===== src/hw/rtl/tmcs_pkg.sv =====
// Shared types, constants and the format table for the mip chain size unit.
package tmcs_pkg;

  localparam int DIM_BITS     = 16;
  localparam int LAYER_BITS   = 12;
  localparam int FORMAT_COUNT = 22;

  localparam int CODE_W  = 8;
  localparam int MIP_W   = 5;
  localparam int TOTAL_W = 59;
  localparam int BYTES_W = 5;
  localparam int DL_W    = 2 * LAYER_BITS;
  localparam int BDL_W   = BYTES_W + DL_W;
  // Accumulator for the sum of block counts over all levels, two bits wider than the level zero area
  localparam int ACC_W   = 2 * DIM_BITS + 2;
  localparam int LO_W    = ACC_W / 2;
  localparam int HI_W    = ACC_W - LO_W;

  typedef struct packed {
    logic [BYTES_W-1:0] bytes;
    logic               edge4;
    logic               depth;
  } fmt_info_t;

  // One classified descriptor, as it travels from front to back
  typedef struct packed {
    logic [DIM_BITS-1:0] width;
    logic [DIM_BITS-1:0] height;
    logic [MIP_W-1:0]    mips;
    fmt_info_t           fmt;
    logic                known;
    logic [DL_W-1:0]     dl;
  } tmcs_item_t;

  typedef struct packed {
    logic full;
    logic empty;
  } q_stat_t;

  // Format table; the Unknown entry is code zero
  function automatic fmt_info_t fmt_lookup(input logic [CODE_W-1:0] code);
    fmt_info_t f;
    f = '{bytes: BYTES_W'(0), edge4: 1'b0, depth: 1'b0};
    case (code)
      8'd1:  f.bytes = BYTES_W'(1);
      8'd2:  f.bytes = BYTES_W'(2);
      8'd3:  f.bytes = BYTES_W'(4);
      8'd4:  f.bytes = BYTES_W'(4);
      8'd5:  f.bytes = BYTES_W'(4);
      8'd6:  f.bytes = BYTES_W'(2);
      8'd7:  f.bytes = BYTES_W'(4);
      8'd8:  f.bytes = BYTES_W'(8);
      8'd9:  f.bytes = BYTES_W'(4);
      8'd10: f.bytes = BYTES_W'(8);
      8'd11: f.bytes = BYTES_W'(16);
      8'd12: f.bytes = BYTES_W'(4);
      8'd13: f.bytes = BYTES_W'(4);
      8'd14: f.bytes = BYTES_W'(12);
      8'd15: f = '{bytes: BYTES_W'(2),  edge4: 1'b0, depth: 1'b1};
      8'd16: f = '{bytes: BYTES_W'(4),  edge4: 1'b0, depth: 1'b1};
      8'd17: f = '{bytes: BYTES_W'(4),  edge4: 1'b0, depth: 1'b1};
      8'd18: f = '{bytes: BYTES_W'(8),  edge4: 1'b1, depth: 1'b0};
      8'd19: f = '{bytes: BYTES_W'(16), edge4: 1'b1, depth: 1'b0};
      8'd20: f = '{bytes: BYTES_W'(16), edge4: 1'b1, depth: 1'b0};
      8'd21: f = '{bytes: BYTES_W'(16), edge4: 1'b1, depth: 1'b0};
      default: f = '{bytes: BYTES_W'(0), edge4: 1'b0, depth: 1'b0};
    endcase
    return f;
  endfunction

endpackage


===== src/hw/rtl/tmcs_front.sv =====
// Front end: takes descriptors, classifies the format and forms depth times layers.
module tmcs_front (
  input  logic                              clk,
  input  logic                              rst_n,
  input  logic                              push,
  output logic                              full,
  input  logic [tmcs_pkg::CODE_W-1:0]       in_format_code,
  input  logic [tmcs_pkg::DIM_BITS-1:0]     in_base_width,
  input  logic [tmcs_pkg::DIM_BITS-1:0]     in_base_height,
  input  logic [tmcs_pkg::LAYER_BITS-1:0]   in_depth_slices,
  input  logic [tmcs_pkg::LAYER_BITS-1:0]   in_array_layers,
  input  logic [tmcs_pkg::MIP_W-1:0]        in_mip_count,
  output logic                              q_push,
  output tmcs_pkg::tmcs_item_t              q_item,
  input  tmcs_pkg::q_stat_t                 q_stat
);
  import tmcs_pkg::*;

  logic                  s1_valid_r;
  logic                  s1_valid_nxt;
  logic [DIM_BITS-1:0]   s1_w_r;
  logic [DIM_BITS-1:0]   s1_h_r;
  logic [LAYER_BITS-1:0] s1_d_r;
  logic [LAYER_BITS-1:0] s1_l_r;
  logic [MIP_W-1:0]      s1_mips_r;
  fmt_info_t             s1_fmt_r;
  logic                  s1_known_r;
  logic                  in_take;
  logic                  code_known;

  // classification of the incoming code
  assign code_known = (32'(in_format_code) < FORMAT_COUNT);
  assign in_take    = push && !full;
  assign full       = s1_valid_r && q_stat.full;
  assign q_push     = s1_valid_r && !q_stat.full;

  always_comb begin
    s1_valid_nxt = s1_valid_r;
    if (in_take) begin
      s1_valid_nxt = 1'b1;
    end else if (q_push) begin
      s1_valid_nxt = 1'b0;
    end
  end

  always_ff @(posedge clk) begin
    if (!rst_n) begin
      s1_valid_r <= 1'b0;
    end else begin
      s1_valid_r <= s1_valid_nxt;
    end
  end

  // descriptor stage
  always_ff @(posedge clk) begin
    if (in_take) begin
      s1_w_r     <= in_base_width;
      s1_h_r     <= in_base_height;
      s1_d_r     <= in_depth_slices;
      s1_l_r     <= in_array_layers;
      s1_mips_r  <= in_mip_count;
      s1_known_r <= code_known;
      s1_fmt_r   <= fmt_lookup(code_known ? in_format_code : CODE_W'(0));
    end
  end

  // queue entry; the depth by layers product is registered in the queue
  always_comb begin
    q_item.width  = s1_w_r;
    q_item.height = s1_h_r;
    q_item.mips   = s1_mips_r;
    q_item.fmt    = s1_fmt_r;
    q_item.known  = s1_known_r;
    q_item.dl     = s1_d_r * s1_l_r;
  end

endmodule


===== src/hw/rtl/tmcs_queue.sv =====
// Two-entry queue of classified descriptors between front and back.
module tmcs_queue (
  input  logic                 clk,
  input  logic                 rst_n,
  input  logic                 q_push,
  input  tmcs_pkg::tmcs_item_t q_item,
  input  logic                 q_pop,
  output tmcs_pkg::tmcs_item_t q_head,
  output tmcs_pkg::q_stat_t    q_stat
);
  import tmcs_pkg::*;

  tmcs_item_t  entry_r [2];
  logic        wr_ptr_r;
  logic        wr_ptr_nxt;
  logic        rd_ptr_r;
  logic        rd_ptr_nxt;
  logic [1:0]  count_r;
  logic [1:0]  count_nxt;
  logic        do_push;
  logic        do_pop;

  assign q_stat.full  = (count_r == 2'd2);
  assign q_stat.empty = (count_r == 2'd0);
  assign do_push      = q_push && !q_stat.full;
  assign do_pop       = q_pop && !q_stat.empty;
  assign q_head       = entry_r[rd_ptr_r];

  // pointer and fill count
  always_comb begin
    wr_ptr_nxt = do_push ? !wr_ptr_r : wr_ptr_r;
    rd_ptr_nxt = do_pop ? !rd_ptr_r : rd_ptr_r;
    count_nxt  = count_r;
    if (do_push && !do_pop) begin
      count_nxt = count_r + 2'd1;
    end else if (do_pop && !do_push) begin
      count_nxt = count_r - 2'd1;
    end
  end

  always_ff @(posedge clk) begin
    if (!rst_n) begin
      wr_ptr_r <= 1'b0;
      rd_ptr_r <= 1'b0;
      count_r  <= 2'd0;
    end else begin
      wr_ptr_r <= wr_ptr_nxt;
      rd_ptr_r <= rd_ptr_nxt;
      count_r  <= count_nxt;
    end
  end

  always_ff @(posedge clk) begin
    if (do_push) begin
      entry_r[wr_ptr_r] <= q_item;
    end
  end

endmodule


===== src/hw/rtl/tmcs_back.sv =====
// Back end: walks the mip levels, sums block counts, scales and holds the result.
module tmcs_back (
  input  logic                           clk,
  input  logic                           rst_n,
  input  tmcs_pkg::tmcs_item_t           q_head,
  input  tmcs_pkg::q_stat_t              q_stat,
  output logic                           q_pop,
  output logic                           empty,
  input  logic                           pop,
  output logic [tmcs_pkg::TOTAL_W-1:0]   out_total_bytes,
  output logic                           out_is_depth,
  output logic                           out_format_known
);
  import tmcs_pkg::*;

  typedef enum logic [4:0] {
    ST_IDLE   = 5'b00001,
    ST_LEVEL  = 5'b00010,
    ST_MUL_LO = 5'b00100,
    ST_MUL_HI = 5'b01000,
    ST_DONE   = 5'b10000
  } back_state_t;

  back_state_t           state_r;
  back_state_t           state_nxt;
  logic [DIM_BITS-1:0]   cur_w_r;
  logic [DIM_BITS-1:0]   cur_h_r;
  logic [MIP_W-1:0]      lvl_left_r;
  logic                  edge4_r;
  logic [BDL_W-1:0]      bdl_r;
  logic [ACC_W-1:0]      acc_r;
  logic [2*DIM_BITS-1:0] prod_r;
  logic                  prod_v_r;
  logic [TOTAL_W-1:0]    tot_r;
  logic                  depth_r;
  logic                  known_r;
  logic                  out_valid_r;
  logic                  out_valid_nxt;
  logic [TOTAL_W-1:0]    out_total_r;
  logic                  out_depth_r;
  logic                  out_known_r;

  logic [DIM_BITS-1:0]       sw;
  logic [DIM_BITS-1:0]       sh;
  logic [DIM_BITS:0]         sw_up;
  logic [DIM_BITS:0]         sh_up;
  logic [DIM_BITS-1:0]       bx;
  logic [DIM_BITS-1:0]       by;
  logic [2*DIM_BITS-1:0]     blk_prod;
  logic [LO_W+BDL_W-1:0]     lo_prod;
  logic [HI_W+BDL_W-1:0]     hi_prod;
  logic [HI_W+BDL_W+LO_W-1:0] hi_shift;
  logic                      out_free;

  // level size clamped to one texel, then rounded up to whole blocks
  always_comb begin
    sw       = (cur_w_r == '0) ? DIM_BITS'(1) : cur_w_r;
    sh       = (cur_h_r == '0) ? DIM_BITS'(1) : cur_h_r;
    sw_up    = {1'b0, sw} + (DIM_BITS+1)'(3);
    sh_up    = {1'b0, sh} + (DIM_BITS+1)'(3);
    bx       = edge4_r ? DIM_BITS'(sw_up >> 2) : sw;
    by       = edge4_r ? DIM_BITS'(sh_up >> 2) : sh;
    blk_prod = bx * by;
    lo_prod  = acc_r[LO_W-1:0] * bdl_r;
    hi_prod  = acc_r[ACC_W-1:LO_W] * bdl_r;
    hi_shift = {hi_prod, LO_W'(0)};
  end

  assign out_free = !out_valid_r || pop;
  assign q_pop    = (state_r == ST_IDLE) && !q_stat.empty;

  // sequencer
  always_comb begin
    state_nxt = state_r;
    unique case (state_r)
      ST_IDLE:   if (!q_stat.empty) state_nxt = ST_LEVEL;
      ST_LEVEL:  if (lvl_left_r == '0) state_nxt = ST_MUL_LO;
      ST_MUL_LO: state_nxt = ST_MUL_HI;
      ST_MUL_HI: state_nxt = ST_DONE;
      ST_DONE:   if (out_free) state_nxt = ST_IDLE;
      default:   state_nxt = ST_IDLE;
    endcase
  end

  always_comb begin
    out_valid_nxt = out_valid_r;
    if ((state_r == ST_DONE) && out_free) begin
      out_valid_nxt = 1'b1;
    end else if (pop) begin
      out_valid_nxt = 1'b0;
    end
  end

  always_ff @(posedge clk) begin
    if (!rst_n) begin
      state_r     <= ST_IDLE;
      out_valid_r <= 1'b0;
      prod_v_r    <= 1'b0;
    end else begin
      state_r     <= state_nxt;
      out_valid_r <= out_valid_nxt;
      if (state_r == ST_LEVEL) begin
        prod_v_r <= (lvl_left_r != '0);
      end else begin
        prod_v_r <= 1'b0;
      end
    end
  end

  // datapath: load, per-level products and sum, split final scale
  always_ff @(posedge clk) begin
    unique case (state_r)
      ST_IDLE: begin
        if (!q_stat.empty) begin
          cur_w_r    <= q_head.width;
          cur_h_r    <= q_head.height;
          lvl_left_r <= q_head.mips;
          edge4_r    <= q_head.fmt.edge4;
          depth_r    <= q_head.fmt.depth;
          known_r    <= q_head.known;
          bdl_r      <= q_head.fmt.bytes * q_head.dl;
          acc_r      <= '0;
        end
      end
      ST_LEVEL: begin
        acc_r <= acc_r + (prod_v_r ? ACC_W'(prod_r) : ACC_W'(0));
        if (lvl_left_r != '0) begin
          prod_r     <= blk_prod;
          cur_w_r    <= cur_w_r >> 1;
          cur_h_r    <= cur_h_r >> 1;
          lvl_left_r <= lvl_left_r - MIP_W'(1);
        end
      end
      ST_MUL_LO: tot_r <= TOTAL_W'(lo_prod);
      ST_MUL_HI: tot_r <= tot_r + TOTAL_W'(hi_shift);
      ST_DONE: begin
        if (out_free) begin
          out_total_r <= tot_r;
          out_depth_r <= depth_r;
          out_known_r <= known_r;
        end
      end
      default: ;
    endcase
  end

  assign empty            = !out_valid_r;
  assign out_total_bytes  = out_total_r;
  assign out_is_depth     = out_depth_r;
  assign out_format_known = out_known_r;

endmodule


===== src/hw/rtl/texture_mip_chain_size_unit.sv =====
// Top level of the texture mip chain size unit.
// Takes one texture descriptor per request and returns the byte size of its whole mip chain,
// the depth flag of its format and whether the format code is in the table. The front end
// registers and classifies a descriptor and hands it through a two-entry queue to the back
// end, so new requests are taken while one is being sized. For each request the back end
// loads it, walks the mip levels one at a time through a single block-count multiplier,
// adds the last level, makes the final scale by bytes, depth and layers (split into two
// half-width products, low then high), and hands the result to the output register once
// that is free. The sustained rate is set by that back end loop.
module texture_mip_chain_size_unit (
  input  logic                            clk,
  input  logic                            rst_n,
  input  logic                            push,
  output logic                            full,
  input  logic [tmcs_pkg::CODE_W-1:0]     in_format_code,
  input  logic [tmcs_pkg::DIM_BITS-1:0]   in_base_width,
  input  logic [tmcs_pkg::DIM_BITS-1:0]   in_base_height,
  input  logic [tmcs_pkg::LAYER_BITS-1:0] in_depth_slices,
  input  logic [tmcs_pkg::LAYER_BITS-1:0] in_array_layers,
  input  logic [tmcs_pkg::MIP_W-1:0]      in_mip_count,
  output logic                            empty,
  input  logic                            pop,
  output logic [tmcs_pkg::TOTAL_W-1:0]    out_total_bytes,
  output logic                            out_is_depth,
  output logic                            out_format_known
);
  import tmcs_pkg::*;

  logic       q_push;
  logic       q_pop;
  tmcs_item_t q_item;
  tmcs_item_t q_head;
  q_stat_t    q_stat;

  tmcs_front u_front (
    .clk             (clk),
    .rst_n           (rst_n),
    .push            (push),
    .full            (full),
    .in_format_code  (in_format_code),
    .in_base_width   (in_base_width),
    .in_base_height  (in_base_height),
    .in_depth_slices (in_depth_slices),
    .in_array_layers (in_array_layers),
    .in_mip_count    (in_mip_count),
    .q_push          (q_push),
    .q_item          (q_item),
    .q_stat          (q_stat)
  );

  tmcs_queue u_queue (
    .clk    (clk),
    .rst_n  (rst_n),
    .q_push (q_push),
    .q_item (q_item),
    .q_pop  (q_pop),
    .q_head (q_head),
    .q_stat (q_stat)
  );

  tmcs_back u_back (
    .clk              (clk),
    .rst_n            (rst_n),
    .q_head           (q_head),
    .q_stat           (q_stat),
    .q_pop            (q_pop),
    .empty            (empty),
    .pop              (pop),
    .out_total_bytes  (out_total_bytes),
    .out_is_depth     (out_is_depth),
    .out_format_known (out_format_known)
  );

  // front never pushes into a full queue
  a_no_overflow: assert property (@(posedge clk) disable iff (!rst_n)
    q_push |-> !q_stat.full)
    else $error("front pushed into a full queue");

  // back only takes from a queue that holds something
  a_no_underflow: assert property (@(posedge clk) disable iff (!rst_n)
    q_pop |-> !q_stat.empty)
    else $error("back popped an empty queue");

  // a code past the table gives a zero, non-depth result
  a_unknown_zero: assert property (@(posedge clk) disable iff (!rst_n)
    (!empty && !out_format_known) |-> (out_total_bytes == '0) && !out_is_depth)
    else $error("unknown format gave a nonzero result");

  // the front stalls a request only while the queue is full
  a_full_cause: assert property (@(posedge clk) disable iff (!rst_n)
    full |-> q_stat.full)
    else $error("request stalled with room in the queue");

endmodule


===== config.mk =====
export PLATFORM = sky130hd
export DESIGN_NAME = texture_mip_chain_size_unit
export DESIGN_NICKNAME = d
export VERILOG_FILES = /design/src/hw/rtl/tmcs_pkg.sv /design/src/hw/rtl/tmcs_front.sv /design/src/hw/rtl/tmcs_queue.sv /design/src/hw/rtl/tmcs_back.sv /design/src/hw/rtl/texture_mip_chain_size_unit.sv
export SDC_FILE = /design/constraint.sdc
export NUM_CORES = 2
export LEC_CHECK = 0
export CORE_MARGIN = 4
export CORE_UTILIZATION = 60
export CTS_CLUSTER_DIAMETER = 150
export DETAILED_ROUTE_END_ITERATION = 10
export DONT_BUFFER_PORTS = 1
export GPL_ROUTABILITY_DRIVEN = 0
export PLACE_DENSITY = 0.74
export SETUP_SLACK_MARGIN = 0.1
export SKIP_LAST_GASP = 1
export SLEW_MARGIN = 5
export SYNTH_ARGS = -nofsm -noshare
export SYNTH_HDL_FRONTEND = slang
export SYNTH_SLANG_ARGS = --single-unit

===== constraint.sdc =====
create_clock -name clk -period 9.8 [get_ports clk]
set_input_delay 0.98 -clock clk [delete_from_list [all_inputs] [get_ports clk]]
set_output_delay 0.98 -clock clk [all_outputs]
set_load 0.02 [all_outputs]

After elaboration in Yosys (flattened, before gate mapping). Memories as Yosys holds them, arrays and structs flattened. A register that Yosys moved wholly into a read port is not among the register bits. Index checks and enable logic that the tools add are counted.

Register bits: 336. Latch bits: 0. Memory bits (writable): 138. ROM bits: 0. Input bits: 73. Output and inout bits: 63. Logic and storage cells: 150. Memories kept: 1.

Add/subtract/negate cells: 7. Multiply operators: 5. Div/mod/pow operators: 0. Order comparisons: 1. Equality and inequality tests: 31. Shifts and indexed selects: 0. Multiplexer cells: 34. Bitwise logic cells: 1. Reductions and logical operators: 41.

Memories: u_queue.entry_r (depth 2, width 69, rd ports 1, clocked after memory_dff 1, write ports 1, RTL line tmcs_queue.sv:13) `tmcs_item_t entry_r [2];`.

Operator list (number): $mux 16 (8); $pmux 59 s2 (1); $pmux 34 s2 (1); $eq 8x4->1 const B (8); $pmux 16 s2 (2); $add 59x59->59 (1); $eq 8x5->1 const B (6); $mul 17x29->46 (1); $mul 17x29->42 (1); $add 16x2->17 const B (2); $add 34x34->34 (1); $mux 34 (1); $eq 8x3->1 const B (4); $logic_not 16->1 (2); $mul 16x16->32 (1); $mux 32 (1); $pmux 5 s6 (1); $mul 5x24->29 (1); $mux 5 (5); $pmux 5 s5 (1); $mul 12x12->24 (1); $eq 8x2->1 const B (2); $pmux 5 s2 (1); $reduce_and 2->1 (5); other kinds (29) (62).

Logic depth before layout (Yosys ltp).
Depth in word-level cells: 8. Mapped depth: 36. Depth with buffers taken out: 35.

Modules after synthesis. A second synthesis with hierarchy kept.

Cell total of the unflattened synthesis: 7028. Area total of the unflattened synthesis: 67870.1 µm².

By module, submodules not included: tmcs_back (times used 1, cells an instance 6111, area each 55574.6 µm², seq. area each 7797.5 µm²); tmcs_front (times used 1, cells an instance 677, area each 7044.3 µm², seq. area each 2092.0 µm²); tmcs_queue (times used 1, cells an instance 240, area each 5251.3 µm², seq. area each 4244.1 µm²).

Worst setup path before layout. No wires, ideal clock.

Path kind: register -> register. From: register u_back.cur_w_r[11]. To: register u_back.prod_r[25] (data pin). Data arrival time: 8.347 ns. Required time: 9.535 ns. Setup slack: 1.188 ns. Cell stages (with the launch flop): 34. Path through: edfxtp_1 buf_2 or4_1 nor4_1 a31o_2 o2111ai_2 or3_1 buf_2 nor2_2 nand2_1 mux2i_1 a21oi_1 clkbuf_1 nand2_1 fa_1 inv_1 fa_1 inv_1 fa_1 inv_1 fa_1 fa_1 inv_1 fa_1 inv_1 ha_1 a21o_1 a221o_1 a221o_1 a2111oi_0 nor3_1 a21oi_1 o21ai_0 xor2_1.

Longest elaborated chain between the ends: 5.

RTL lines: start: declaration (RTL line tmcs_back.sv:26) `logic [DIM_BITS-1:0] cur_w_r;`; start signal: assignment (RTL line tmcs_back.sv:115) `cur_w_r <= q_head.width;`; start signal: assignment (RTL line tmcs_back.sv:129) `cur_w_r <= cur_w_r >> 1;`; $logic_not 16->1 (RTL line tmcs_back.sv:57) `sw = (cur_w_r == '0) ? DIM_BITS'(1) : cur_w_r;`; $mux 16 (*) (RTL line tmcs_back.sv:57); $add 16x2->17 (RTL line tmcs_back.sv:59) `sw_up = {1'b0, sw} + (DIM_BITS+1)'(3);`; $mux 16 (*) (RTL line tmcs_back.sv:61) `bx = edge4_r ? DIM_BITS'(sw_up >> 2) : sw;`; $mul 16x16->32 (*) (RTL line tmcs_back.sv:63) `blk_prod = bx * by;`; net u_back.blk_prod[25] (RTL line tmcs_back.sv:49) `logic [2*DIM_BITS-1:0] blk_prod;`; end signal: assignment (RTL line tmcs_back.sv:128) `prod_r <= blk_prod;`; end: declaration (RTL line tmcs_back.sv:32) `logic [2*DIM_BITS-1:0] prod_r;`.

Mark *: on every way through the listed nets, which the timed path passes. The rest lies on a longest branch. A chain may end at the register's enable or synchronous reset.

Worst setup path in the final report.
From: register u_back.cur_h_r[11]. To: register u_back.prod_r[25] (data pin).

Longest elaborated chain between the ends: 5.

RTL lines: start: declaration (RTL line tmcs_back.sv:27) `logic [DIM_BITS-1:0] cur_h_r;`; start signal: assignment (RTL line tmcs_back.sv:116) `cur_h_r <= q_head.height;`; start signal: assignment (RTL line tmcs_back.sv:130) `cur_h_r <= cur_h_r >> 1;`; $logic_not 16->1 (RTL line tmcs_back.sv:58) `sh = (cur_h_r == '0) ? DIM_BITS'(1) : cur_h_r;`; $mux 16 (*) (RTL line tmcs_back.sv:58); $add 16x2->17 (RTL line tmcs_back.sv:60) `sh_up = {1'b0, sh} + (DIM_BITS+1)'(3);`; $mux 16 (*) (RTL line tmcs_back.sv:62) `by = edge4_r ? DIM_BITS'(sh_up >> 2) : sh;`; $mul 16x16->32 (*) (RTL line tmcs_back.sv:63); net u_back.blk_prod[25] (RTL line tmcs_back.sv:49).

Marked as above.

==> run summary <==
TritonRoute pass-1 iters = 6
WP depth = 26
Final instance area = 0.0713 mm2
Synth top cells by count = 1364 x inv_1, 1169 x nand2_1, 1165 x fa_1
Top cells by area, synth = fa_1 34%, edfxtp_1 20%, ha_1 9.2%
Rel. slew slack = 13.5%
Crit start category = register
HP Class = in2reg
Clock-pin slew on the worst setup and hold paths = 0.07 ns
Finish-stage setup viols = 0
Slowest stage delay, CP = 0.61 ns
Fillers = 9009
Crit path DAT = 9.73 ns
Share of cells above drive strength 1 = 4.19%
Starting density of the core = 60.3%
Global Route Usage Sum = 27.7%
Clock Path Buffers = 3
Num ports = 136
Mean Syn Cell Area = 9.57 um2
Net count, final = 8668
EDFF count, synth = 462
Max-slew violations = 0
F_max = 107 MHz
Initial antenna violation count = 3
Buf/Inv on CP = 2
Synthesized area = 0.0678 mm2
Cell mode on critical path = fa_1
DIE AREA = 0.118 mm2
Max cap viols = 0
Post-Syn Instances = 7083
Vias = 48100
Worst-skew pair later-pin latency = 0.69 ns
Worst setup path start = u_back.cur_h_r[11]
Chip width = 344 um
Synth Warn # = 0
Root buf cell = clkbuf_16
Final hold slack = 0.380 ns
Worst EP required = 10.21 ns
Final WL = 161000 um
Sequential-to-total area share from yosys stat = 20.8%
Hold Vio Cnt, Final = 0
Distinct cells, synth = 84
R2R cell count = 26
CTS tree = done
CP Class = reg2reg
Area leader, netlist = fa_1
Setup Skew = 0.0443 ns
Fin crit share = 95.1%
Post-CTS Hold Fix Bufs = 0
H-tree depth = 2
Detailed-route DRC error count = 0
Ys async rst share = 0%
P&R area growth vs syn = 5.16%
Starting DRT DRC Count = 3724
Synth top area share = 34.4%
Outcome = finished, final reports clean
Chip Height = 344 um
# rows = 123
Kind of cell adding the most delay to the critical path = adder cells
Fin crit period = 9.32 ns
Most frequent cell after synthesis = inv_1
Total gr overflow = 0
CP max-delay cell = a2111oi_4
Setup ws final = 0.478 ns
Setup WS pre-CTS = 0.446 ns
Core area = 0.112 mm2
Vias in the first global route = 49500
Ys flop type = edfxtp_1
Largest net degree at the start of global routing = 71
Port bufs = 0
RSZ-0062 raised after global routing = yes
First-pass GRT wire length = 261000 um
Register bit total from synthesis = 475
RR Startpoint = u_back.cur_h_r[11]
Clock sink total = 475
Placed Area = 0.0693 mm2
Routed Antenna Nets = 0
Total CTS buffers = 52
Critical R2R Capture = u_back.prod_r[25]
Setup TNS = 0 ns
Worst setup endpoint = u_back.prod_r[25]
CP Capture Type = register
Post-Syn Nets = 8819
Flop-to-flop setup slack = 0.48 ns
Vias per Instance = 5.67
Worst slew pin tran = 1.28 ns
WL per Instance = 19.0 um
Worst Path Max Fanout = 9
Final HPWL DP = 126000 um
-- area by class of cell --
| cell class | count | area (um2) | share of cell area (%) |
|---|---|---|---|
| well taps | 1500 | 1880 | 2.63 |
| repair buffers | 124 | 938 | 1.32 |
| diodes | 1 | 2.50 | 0.00351 |
| clock buffers | 66 | 1370 | 1.93 |
| multi-input cells | 4915 | 47300 | 66.4 |
| inverters | 1364 | 5120 | 7.18 |
| clock inverters | 32 | 494 | 0.693 |
| flip-flops and latches | 475 | 14100 | 19.8 |
-- logic make-up (layout without fill, tap and decap cells) --
group | count (synthesis) | after routing | share of synthesized area, %
AOI/OAI and AO/OA | 718 | 718 | 6.86
xor gates and xnor gates | 207 | 207 | 2.67
adders and majority gates | 1663 | 1663 | 43.6
buffers and inverters | 1693 | 1586 | 9.43
DFF | 475 | 475 | 20.8
muxes | 97 | 97 | 1.48
other | 0 | 1 | 0
and+or+nand+nor | 2230 | 2230 | 15.1
-- placed cells by master (no fill, tap or decap), types with 9 or more instances in the layout --
master / instances
clkbuf_1: 12
mux2i_1: 67
and3_1: 18
dfxtp_1: 12
a21boi_0: 12
o21bai_1: 20
a31oi_1: 27
or3_1: 16
nor3_1: 65
nor3b_1: 10
nor2_1: 299
o211ai_1: 21
a31o_2: 9
o21a_1: 39
buf_4: 122
xnor2_1: 139
o21ai_0: 161
clkbuf_16: 52
and2_1: 406
edfxtp_1: 462
nand2_1: 1168
xor2_1: 68
a21oi_1: 200
a211oi_1: 24
fa_1: 1165
nand3_1: 61
nand3b_1: 11
mux2_2: 28
ha_1: 498
nor4_1: 13
nand2b_1: 54
nor2b_1: 50
a21o_1: 93
nand4_1: 14
inv_1: 1364
-- worst min path at each step --
stage	from	cells past startpoint	endpoint
4_1_cts	in_base_height[13]	0	u_front.s1_h_r[13]
2_1_floorplan	u_back.known_r	0	u_back.out_format_known
3_3_place_gp	u_back.known_r	0	u_back.out_format_known
6_report	in_base_height[9]	0	u_front.s1_h_r[9]
5_1_grt	in_base_height[9]	0	u_front.s1_h_r[9]
3_5_place_dp	u_back.tot_r[4]	0	u_back.out_total_bytes[4]
-- sequential cells by signal (all words and copies together) (netlist names), 2 cells and up, named ones only --
signal and count:
u_front.s1_d_r 12, u_back.bdl_r 29, u_front.s1_mips_r 5, u_front.s1_w_r 16
u_front.s1_l_r 12, u_front.s1_h_r 16, u_queue.count_r 2, u_back.acc_r 34
u_back.tot_r 59, u_queue.entry_r 138, u_back.state_r 5, u_front.q_item 7
u_back.cur_w_r 16, u_back.prod_r 32, u_back.lvl_left_r 5, u_back.out_total_bytes 59
u_back.cur_h_r 16
-- repair_timing --
item                       CTS  global route
gates resized for setup      0             4
hold endpoints to repair     0             0
setup endpoints to repair    0             7
buffers inserted             0            16
-- per-layer routing --
layer | routed length, um | global-route usage (%)
met2 | 74000 | 44.5
met5 | 29 | 0
met3 | 14800 | 5.94
met1 | 67100 | 38.3
met4 | 5420 | 8.51
-- worst register-to-register path: stages, from the launching register on --
cell       delay, ns
edfxtp_1        0.51
or4_4           0.57
nor4_4          0.19
a31oi_2         0.21
a2111oi_4       0.61
and4_1          0.34
and2_1          0.16
nand3_1         0.12
a32oi_1         0.61
nor2_1          0.17
fa_1            0.54
fa_1            0.57
fa_1            0.44
fa_1            0.47
fa_1            0.50
inv_1           0.05
fa_1            0.47
inv_1           0.04
ha_1            0.35
and3_1          0.24
a221o_1         0.32
a221o_1         0.44
a2111oi_0       0.49
nor3_1          0.11
a21oi_1         0.23
o21ai_0         0.15
xor2_1          0.16
-- per-stage QoR --
stage / utilization [%] / instances
after floorplan: - / 7083
after CTS: 63.3 / 8460
after global placement: 61.6 / 8362
final: 63.5 / 8477
after global routing: 63.5 / 8476
after detailed placement: 61.6 / 8362
Power is not shown: default switching activity piles up to over one toggle a cycle in this logic, so the estimate is an artifact.
